## config.mk

```make
export PLATFORM = sky130hd
export DESIGN_NAME = rtc_alarm_match_table
export DESIGN_NICKNAME = d
export VERILOG_FILES = /design/src/hw/rtl/ramt_pkg.sv /design/src/hw/rtl/ramt_match.sv /design/src/hw/rtl/rtc_alarm_match_table.sv
export SDC_FILE = /design/constraint.sdc
export NUM_CORES = 1
export LEC_CHECK = 0
export ABC_AREA = 1
export BUFFER_PORTS_ARGS = -buffer_cell sky130_fd_sc_hd__buf_2
export CAP_MARGIN = 20
export CORE_ASPECT_RATIO = 1.1
export CORE_UTILIZATION = 60
export CTS_BUF_LIST = sky130_fd_sc_hd__clkbuf_2
export CTS_CLUSTER_DIAMETER = 150
export DETAILED_ROUTE_END_ITERATION = 6
export MAX_ROUTING_LAYER = met4
export PLACE_DENSITY = 0.77
export SLEW_MARGIN = 30
export SYNTH_ARGS = -nofsm -noshare
export SYNTH_HDL_FRONTEND = slang
export SYNTH_SLANG_ARGS = --single-unit
export TNS_END_PERCENT = 30
```

## constraint.sdc

```tcl
create_clock -name i_clk -period 6.9 [get_ports i_clk]
set_input_delay 0 -clock i_clk [delete_from_list [all_inputs] [get_ports i_clk]]
set_output_delay 0 -clock i_clk [all_outputs]
set_load 0.005 [all_outputs]
```

## src/hw/rtl/ramt_pkg.sv

```systemverilog
package ramt_pkg;

    // Item kinds (input tuser)
    localparam logic [2:0] KIND_CREATE = 3'd0;
    localparam logic [2:0] KIND_START  = 3'd1;
    localparam logic [2:0] KIND_STOP   = 3'd2;
    localparam logic [2:0] KIND_SET    = 3'd3;
    localparam logic [2:0] KIND_TICK   = 3'd4;

    // Alarm modes
    localparam logic [2:0] MODE_ONCE    = 3'd0;
    localparam logic [2:0] MODE_DAILY   = 3'd1;
    localparam logic [2:0] MODE_MONTHLY = 3'd2;
    localparam logic [2:0] MODE_YEARLY  = 3'd3;
    localparam logic [2:0] MODE_WEEKDAY = 3'd4;

    // Result status codes
    localparam logic [1:0] ST_OK     = 2'd0;
    localparam logic [1:0] ST_LIMIT  = 2'd1;
    localparam logic [1:0] ST_EXISTS = 2'd2;
    localparam logic [1:0] ST_ABSENT = 2'd3;

    // Defaults
    localparam int         DEF_ALARM_SLOTS = 16;
    localparam logic [4:0] DEF_MAX_ALARMS  = 5'd16;

    // Port widths
    localparam int S_TDATA_W = 80;
    localparam int S_TUSER_W = 3;
    localparam int M_TDATA_W = 8;
    localparam int M_TUSER_W = 1;
    localparam int CFG_W     = 5;
    localparam int SLOT_IN_W = 4;
    localparam int COUNT_W   = 32;
    localparam int TIME_W    = 36;

    // Packed calendar time: sec, minute, hour, day, month, year, weekday from bit 0 up
    typedef logic [TIME_W-1:0] t_time;

    localparam t_time MASK_CLOCK = 36'h0_0001_FFFF;  // sec, minute, hour
    localparam t_time MASK_DAY   = 36'h0_003E_0000;
    localparam t_time MASK_MONTH = 36'h0_03C0_0000;
    localparam t_time MASK_YEAR  = 36'h1_FC00_0000;
    localparam t_time MASK_WDAY  = 36'hE_0000_0000;

    typedef struct packed {
        logic  bad;
        t_time mask;
    } t_mode_info;

    // Compare unit result for one slot
    typedef struct packed {
        logic hit;
        logic bad;
        logic once;
    } t_match;

    function automatic t_mode_info mode_info(input logic [2:0] mode);
        t_mode_info info;
        info.bad  = 1'b0;
        info.mask = '0;
        unique case (mode)
            MODE_ONCE:    info.mask = MASK_CLOCK | MASK_DAY | MASK_MONTH | MASK_YEAR;
            MODE_DAILY:   info.mask = MASK_CLOCK;
            MODE_MONTHLY: info.mask = MASK_CLOCK | MASK_DAY;
            MODE_YEARLY:  info.mask = MASK_CLOCK | MASK_DAY | MASK_MONTH;
            MODE_WEEKDAY: info.mask = MASK_CLOCK | MASK_WDAY;
            default:      info.bad  = 1'b1;
        endcase
        return info;
    endfunction

endpackage

```

## src/hw/rtl/ramt_match.sv

```systemverilog
// Shared masked compare: one stored alarm against the current time per cycle.
module ramt_match (
    input  ramt_pkg::t_time  i_slot_time,
    input  logic [2:0]       i_slot_mode,
    input  ramt_pkg::t_time  i_now,
    output ramt_pkg::t_match o_res
);
    import ramt_pkg::*;

    t_mode_info w_info;

    assign w_info = mode_info(i_slot_mode);

    // hit only for a known mode whose compared fields all agree
    assign o_res.bad  = w_info.bad;
    assign o_res.hit  = !w_info.bad && (((i_slot_time ^ i_now) & w_info.mask) == '0);
    assign o_res.once = (i_slot_mode == MODE_ONCE);

endmodule

```

## src/hw/rtl/rtc_alarm_match_table.sv

```systemverilog
// Channel   | Dir | Signals                         | Word
// ----------+-----+---------------------------------+-----------------------------------
// s_axis    | in  | tvalid tready tdata tuser       | command or tick, tuser = kind
// m_axis    | out | tvalid tready tdata tuser tlast | status/slot, tuser = fired
// cfg       | in  | valid ready data                | max_alarms, always ready
//
// Commands finish in their accept cycle; their result word sits in the output register the next cycle.
// A tick with a count not above the last sample finishes in its accept cycle.
// A scanning tick steps one shared compare unit over the slots, one slot per cycle from a
// registered table read while no output stall holds a waiting match, then flushes the held
// last match; s_axis is not ready meanwhile.
// Synchronous reset clears slot valid/enable bits at once; no clearing pass.
module rtc_alarm_match_table #(
    parameter int ALARM_SLOTS = ramt_pkg::DEF_ALARM_SLOTS
) (
    input  logic                           i_clk,
    input  logic                           i_rst_n,
    input  logic                           i_s_axis_tvalid,
    output logic                           o_s_axis_tready,
    // slot, mode, sec, minute, hour, day, month, year, weekday, second_count, zero pad
    input  logic [ramt_pkg::S_TDATA_W-1:0] i_s_axis_tdata,
    // kind
    input  logic [ramt_pkg::S_TUSER_W-1:0] i_s_axis_tuser,
    output logic                           o_m_axis_tvalid,
    input  logic                           i_m_axis_tready,
    // status, fired_slot, zero pad
    output logic [ramt_pkg::M_TDATA_W-1:0] o_m_axis_tdata,
    // fired
    output logic [ramt_pkg::M_TUSER_W-1:0] o_m_axis_tuser,
    output logic                           o_m_axis_tlast,
    input  logic                           i_cfg_valid,
    output logic                           o_cfg_ready,
    input  logic [ramt_pkg::CFG_W-1:0]     i_cfg_data
);
    import ramt_pkg::*;

    localparam int SLOT_W = (ALARM_SLOTS > 1) ? $clog2(ALARM_SLOTS) : 1;
    localparam logic [SLOT_W-1:0] LAST_IDX = SLOT_W'(ALARM_SLOTS - 1);

    localparam logic [1:0] S_IDLE  = 2'd0;
    localparam logic [1:0] S_SCAN  = 2'd1;
    localparam logic [1:0] S_FLUSH = 2'd2;

    // input word fields
    logic [2:0]           w_kind;
    logic [SLOT_IN_W-1:0] w_slot;
    logic [2:0]           w_mode;
    t_time                w_time;
    logic [COUNT_W-1:0]   w_count;
    logic [SLOT_W-1:0]    w_idx;
    logic                 w_inside;

    assign w_kind   = i_s_axis_tuser;
    assign w_slot   = i_s_axis_tdata[3:0];
    assign w_mode   = i_s_axis_tdata[6:4];
    assign w_time   = i_s_axis_tdata[42:7];
    assign w_count  = i_s_axis_tdata[74:43];
    assign w_idx    = SLOT_W'(w_slot);
    assign w_inside = (32'(w_slot) < 32'(ALARM_SLOTS));

    // control state
    logic [1:0]             r_state, n_state;
    logic [4:0]             r_max;
    logic [ALARM_SLOTS-1:0] r_valid, n_valid;
    logic [ALARM_SLOTS-1:0] r_enable, n_enable;
    logic [4:0]             r_created, n_created;
    logic [COUNT_W-1:0]     r_prev, n_prev;
    logic [SLOT_W-1:0]      r_idx, n_idx;
    logic                   r_pend_vld, n_pend_vld;
    logic                   r_out_vld, n_out_vld;

    // payload
    t_time                r_now, n_now;
    logic [SLOT_IN_W-1:0] r_pend_slot, n_pend_slot;
    logic [1:0]           r_out_status, n_out_status;
    logic                 r_out_fired, n_out_fired;
    logic [SLOT_IN_W-1:0] r_out_slot, n_out_slot;
    logic                 r_out_last, n_out_last;

    // slot table memories
    logic [2:0] mem_mode [ALARM_SLOTS];
    t_time      mem_time [ALARM_SLOTS];
    logic [2:0] r_rd_mode;
    t_time      r_rd_time;
    logic       w_we_mode, w_we_time;

    t_match w_res;
    logic   w_accept, w_out_free, w_active, w_stall;

    assign w_out_free      = !r_out_vld || i_m_axis_tready;
    assign o_s_axis_tready = (r_state == S_IDLE) && w_out_free;
    assign w_accept        = i_s_axis_tvalid && o_s_axis_tready;
    assign o_cfg_ready     = 1'b1;

    assign o_m_axis_tvalid = r_out_vld;
    assign o_m_axis_tdata  = {2'b00, r_out_slot, r_out_status};
    assign o_m_axis_tuser  = r_out_fired;
    assign o_m_axis_tlast  = r_out_last;

    ramt_match u_match (
        .i_slot_time (r_rd_time),
        .i_slot_mode (r_rd_mode),
        .i_now       (r_now),
        .o_res       (w_res)
    );

    // slot under the compare unit; a match needs the pending word moved out first
    assign w_active = r_valid[r_idx] && r_enable[r_idx];
    assign w_stall  = w_active && w_res.hit && r_pend_vld && !w_out_free;

    // sequencer
    always_comb begin
        n_state      = r_state;
        n_valid      = r_valid;
        n_enable     = r_enable;
        n_created    = r_created;
        n_prev       = r_prev;
        n_idx        = r_idx;
        n_pend_vld   = r_pend_vld;
        n_pend_slot  = r_pend_slot;
        n_now        = r_now;
        n_out_vld    = r_out_vld && !i_m_axis_tready;
        n_out_status = r_out_status;
        n_out_fired  = r_out_fired;
        n_out_slot   = r_out_slot;
        n_out_last   = r_out_last;
        w_we_mode    = 1'b0;
        w_we_time    = 1'b0;
        unique case (r_state)
            S_IDLE: begin
                n_idx = '0;
                if (w_accept) begin
                    unique case (w_kind)
                        KIND_CREATE: begin
                            n_out_vld   = 1'b1;
                            n_out_fired = 1'b0;
                            n_out_slot  = '0;
                            n_out_last  = 1'b1;
                            if (r_created >= r_max) begin
                                n_out_status = ST_LIMIT;
                            end else if (!w_inside) begin
                                n_out_status = ST_ABSENT;
                            end else if (r_valid[w_idx]) begin
                                n_out_status = ST_EXISTS;
                            end else begin
                                n_out_status     = ST_OK;
                                n_valid[w_idx]   = 1'b1;
                                n_enable[w_idx]  = 1'b0;
                                n_created        = r_created + 5'd1;
                                w_we_mode        = 1'b1;
                                w_we_time        = 1'b1;
                            end
                        end
                        KIND_START, KIND_STOP, KIND_SET: begin
                            n_out_vld   = 1'b1;
                            n_out_fired = 1'b0;
                            n_out_slot  = '0;
                            n_out_last  = 1'b1;
                            if (!w_inside || !r_valid[w_idx]) begin
                                n_out_status = ST_ABSENT;
                            end else begin
                                n_out_status    = ST_OK;
                                n_enable[w_idx] = (w_kind != KIND_STOP);
                                w_we_time       = (w_kind == KIND_SET);
                            end
                        end
                        KIND_TICK: begin
                            n_prev = w_count;
                            if (r_prev < w_count) begin
                                n_now   = w_time;
                                n_state = S_SCAN;
                            end
                        end
                        default: ;
                    endcase
                end
            end
            S_SCAN: begin
                if (!w_stall) begin
                    if (w_active && w_res.bad) begin
                        n_enable[r_idx] = 1'b0;
                    end
                    if (w_active && w_res.hit) begin
                        if (r_pend_vld) begin
                            n_out_vld    = 1'b1;
                            n_out_status = ST_OK;
                            n_out_fired  = 1'b1;
                            n_out_slot   = r_pend_slot;
                            n_out_last   = 1'b0;
                        end
                        n_pend_vld  = 1'b1;
                        n_pend_slot = SLOT_IN_W'(r_idx);
                        if (w_res.once) begin
                            n_enable[r_idx] = 1'b0;
                        end
                    end
                    if (r_idx == LAST_IDX) begin
                        n_idx   = '0;
                        n_state = S_FLUSH;
                    end else begin
                        n_idx = r_idx + SLOT_W'(1);
                    end
                end
            end
            S_FLUSH: begin
                if (!r_pend_vld) begin
                    n_state = S_IDLE;
                end else if (w_out_free) begin
                    n_out_vld    = 1'b1;
                    n_out_status = ST_OK;
                    n_out_fired  = 1'b1;
                    n_out_slot   = r_pend_slot;
                    n_out_last   = 1'b1;
                    n_pend_vld   = 1'b0;
                    n_state      = S_IDLE;
                end
            end
            default: n_state = S_IDLE;
        endcase
    end

    // control registers
    always_ff @(posedge i_clk) begin
        if (!i_rst_n) begin
            r_state    <= S_IDLE;
            r_max      <= DEF_MAX_ALARMS;
            r_valid    <= '0;
            r_enable   <= '0;
            r_created  <= '0;
            r_prev     <= '0;
            r_idx      <= '0;
            r_pend_vld <= 1'b0;
            r_out_vld  <= 1'b0;
        end else begin
            r_state    <= n_state;
            r_valid    <= n_valid;
            r_enable   <= n_enable;
            r_created  <= n_created;
            r_prev     <= n_prev;
            r_idx      <= n_idx;
            r_pend_vld <= n_pend_vld;
            r_out_vld  <= n_out_vld;
            if (i_cfg_valid && o_cfg_ready) begin
                r_max <= i_cfg_data;
            end
        end
    end

    // payload registers
    always_ff @(posedge i_clk) begin
        r_now        <= n_now;
        r_pend_slot  <= n_pend_slot;
        r_out_status <= n_out_status;
        r_out_fired  <= n_out_fired;
        r_out_slot   <= n_out_slot;
        r_out_last   <= n_out_last;
    end

    // slot table: one write port, registered read at the next scan index
    always_ff @(posedge i_clk) begin
        if (w_we_mode) begin
            mem_mode[w_idx] <= w_mode;
        end
        if (w_we_time) begin
            mem_time[w_idx] <= w_time;
        end
        r_rd_mode <= mem_mode[n_idx];
        r_rd_time <= mem_time[n_idx];
    end

endmodule

```

==> out/metrics.yaml <==
globalplace.congestion: 0.893
crit_path_max_fanout: 132
coreArea_um2: 58600
ys_async_sr_fraction_pct: 0
slew_violations: 0
cts_setup_buffers: 0
synth_simple_gate_area_share_pct: 23.0
fin_cells: 4941
reg2regPathDepth: 18
crit_slowest_cell: "dfxtp_1"
critPathLaunch: "r_idx[1]$_SDFF_PN0_"
drtIter0Drc: 3146
required_ns: 8.13
setup_viol_count_final: 0
critical_path_depth: 18
synthCells: 3636
dieArea_um2: 60300
drive_gt1_share_pct: 11.2
firstDrtPassIters: 6
synth_warnings: 0
dp.cells: 4336
p_switching_mw: 3.67
cp-end-kind: "flip-flop"
fin_nets: 4162
routed_wl_um: 90400
path_buf_inv: 2
synth_xor_xnor_area_share_pct: 0.148
synth-edff-count: 672
yosysSeqAreaShare_pct: 63.5
synth.avg_cell_area_um2: 9.80
crit_chain: "inv_1 > nor2_1 > nand2_1 > nand2_1 > nand2_1 > nand2_1 > nor2_2 > nor2_4 > nand3_2 > nand2_1 > nand3_4 > nand2_8 > buf_12 > nand2_1 > nand3_1 > nand3_1 > nand3_1 > nand2_1"
hold_slack_ns: 0.238
ir_drop_mv: 0.430
post-route-drc-count: 0
io_buffer_count: 97
yosysUniqueCellTypes: 48
fp-row-count: 93
fill_cells: 4225
cts_tree: "done"
fin_worst_skew_ns: 0.0922
reg2reg_slack_ns: 1.77
final.setup.tns_ns: 0
pin_count: 106
die_w_um: 234
cts_buffers: 183
worstSetupStartpointType: "flip-flop"
cap_violations: 0
combPwrFrac_pct: 22.8
synthAdderAreaFrac_pct: 1.62
grt_pass1_wl_um: 140000
grt_max_degree: 164
status: "finished clean"
p_per_area_nw_per_um2: 272
synth_top_family_by_area: "simple AND/OR/NAND/NOR gates"
hpwl_um: 42600
period_share_pct: 74.3
hold_violations: 0
r2r_end: "r_rd_time[27]$_DFF_P_"
die_h_um: 258
first_global_vias: 27000
vias: 27600
sequentialPowerShare_pct: 49.0
p_leak_nw: 17.6
clkSinkCount: 793
grt_overflow: 0
grt_usage_pct: 31.3
synthMuxAreaShare_pct: 0
power_frac_clock_pct: 28.3
path_clk_slew_ns: 0.11
arrival_ns: 6.36
min_path_type: "in2reg"
cell_internal_pwr_mw: 7.52
synth_compound_area_share_pct: 2.96
slowest_delay_ns: 0.85
ctsHtreeMaxLevel: 4
rr_startpoint: "r_idx[1]$_SDFF_PN0_"
root_buffer: "clkbuf_2"
worst_slew_pin_slew_ns: 0.909
ant_nets: 0
area_delta_synth_final_pct: 15.4
antenna_found_initial: 3
fin_crit_ns: 5.13
path_class: "reg2reg"
wl_per_cell_um: 18.3
synth_area_um2: 35600
insertion_delay_ns: 1.40
relSlewSlack_pct: 39.4
critPathCapture: "r_rd_time[27]$_DFF_P_"
crit_family: "simple AND/OR/NAND/NOR gates"
cp_common_cell: "nand2_1"
synth-seq-cells: 793
synth-main-ff-cell: "edfxtp_1"
fmax_mhz: 195
clk_path_buf_depth: 3
vias_per_cell: 5.59
final_util_pct: 70.1
switching_share_pct: 32.8
rsz0062_at_grt: "false"
start_util_pct: 60.7
cts_resized: 0
[worst register-to-register path: stages (launching register included)]
cell and delay (ns):
dfxtp_1 0.85, inv_1 0.49, nor2_1 0.20, nand2_1 0.06, nand2_1 0.06, nand2_1 0.06, nand2_1 0.10, nor2_2 0.05
nor2_4 0.15, nand3_2 0.19, nand2_1 0.17, nand3_4 0.65, nand2_8 0.77, buf_12 0.45, nand2_1 0.35, nand3_1 0.13
nand3_1 0.09, nand3_1 0.09, nand2_1 0.08
[metal layers]
layer | wire length, um | vias to the layer above | global-route usage [%] | part of all wire, %
met5 | 0 | - | - | 0
met4 | 3890 | 0 | 16.5 | 4.3
met3 | 8250 | 295 | 6.50 | 9.1
met2 | 43900 | 1424 | 49.1 | 49
met1 | 34400 | 12900 | 38.2 | 38
li1 | - | 13000 | - | -
[final cells by class]
cell class              count  area [um2]  share of cell area (%)
multi-input cells        2078       10100                    24.6
flip-flops and latches    793       22600                    55.0
clock buffers             270        1350                    3.29
inverters                 570        2140                    5.21
clock inverters            70         458                    1.11
well taps                 760         951                    2.31
repair buffers            397        3500                    8.50
diodes                      3        7.51                  0.0183
[cell usage in the layout, fill, tap and decap left out, types with 18 or more instances in the layout]
| cell | count |
|---|---|
| nor2_4 | 18 |
| a31oi_1 | 18 |
| nand2_1 | 770 |
| o21ai_0 | 56 |
| dfxtp_1 | 121 |
| nor2_1 | 185 |
| clkinv_1 | 51 |
| buf_4 | 29 |
| a21oi_1 | 83 |
| nand3b_1 | 79 |
| inv_1 | 562 |
| buf_2 | 97 |
| dlygate4sd3_1 | 262 |
| edfxtp_1 | 672 |
| nand3_1 | 752 |
| clkbuf_2 | 270 |
| ha_1 | 46 |
[through the flow]
step                total power [mW]  worst slack, ns  cell area, um2
floorplan                       7.41             3.29           35600
global placement                7.86             2.01           36600
finish                          11.2             1.77           41100
CTS                             11.2             1.96           41100
global route                    11.8             1.56           41100
detailed placement              7.93             2.06           36700
[cells by family after synthesis]
| group | after synthesis |
|---|---|
| AND/OR/NAND/NOR | 1831 |
| XOR/XNOR | 6 |
| flip-flops | 793 |
| AO/OA/AOI/OAI | 192 |
| adder cells (fa/ha/maj) | 46 |
| other | 2 |
| buffers and inverters | 766 |
[worst min path at each step]
stage	startpoint	endpoint	slack, ns	depth (start not counted)
global placement	i_cfg_data[4]	r_max[4]$_SDFFE_PN1P_	0.21	3
CTS	i_s_axis_tuser[1]	mem_time[14][31]$_DFFE_PP_	0.06	7
global route	i_s_axis_tdata[9]	mem_time[0][2]$_DFFE_PP_	0.16	3
finish	i_s_axis_tuser[1]	mem_time[14][31]$_DFFE_PP_	0.24	7
detailed placement	i_cfg_data[4]	r_max[4]$_SDFFE_PN1P_	0.22	3
floorplan	i_s_axis_tdata[4]	mem_mode[0][0]$_DFFE_PP_	0.1	0
[repair_timing]
action / in CTS / in global routing
hold buffers: 262 / 0
endpoints found under the setup margin: 0 / 0
hold endpoints to repair: 1454 / 0
[power groups by stage]
stage | clock [mW] | combinational [mW] | sequential (mW)
6_report | 3.16 | 2.55 | 5.48
2_1_floorplan | 0 | 1.85 | 5.56
5_1_grt | 3.45 | 2.84 | 5.50
3_5_place_dp | 0 | 2.36 | 5.58
3_3_place_gp | 0 | 2.29 | 5.57
4_1_cts | 3.21 | 2.49 | 5.47
[sequential cells by signal, summed over array words and instances, names as in the netlist]
| signal | count |
|---|---|
| r_rd_mode | 3 |
| o_m_axis_tlast | 1 |
| r_prev | 32 |
| r_rd_time | 36 |
| r_idx | 4 |
| r_out_slot | 4 |
| mem_mode | 48 |
| r_enable | 16 |
| r_max | 5 |
| r_state | 2 |
| r_pend_vld | 1 |
| r_out_status | 2 |
| o_m_axis_tvalid | 1 |
| o_m_axis_tuser | 1 |
| r_created | 5 |
| r_valid | 16 |
| r_pend_slot | 4 |
| mem_time | 576 |
| r_now | 36 |
[synth_stat cells, types with 3 or more instances]
| master | instances | area, um2 |
|---|---|---|
| nor2_2 | 3 | 18.8 |
| a21oi_1 | 83 | 415 |
| nand3_2 | 4 | 40.0 |
| buf_4 | 34 | 255 |
| buf_2 | 76 | 380 |
| a211oi_1 | 6 | 45.0 |
| nand3b_1 | 79 | 593 |
| buf_1 | 10 | 37.5 |
| clkbuf_1 | 73 | 274 |
| dfxtp_1 | 121 | 2420 |
| o21ai_0 | 57 | 285 |
| buf_6 | 3 | 33.8 |
| o22ai_1 | 7 | 43.8 |
| inv_1 | 563 | 2110 |
| nor3_1 | 5 | 25.0 |
| a31oi_1 | 18 | 113 |
| xor2_1 | 5 | 43.8 |
| inv_2 | 5 | 18.8 |
| nand4_1 | 6 | 37.5 |
| o21ai_1 | 6 | 30.0 |
| edfxtp_1 | 672 | 20200 |
| nand2_1 | 771 | 2890 |
| nor2_1 | 203 | 762 |
| ha_1 | 46 | 576 |
| nand3_1 | 752 | 3760 |
Note: power is estimated with default switching activity, not from simulation.
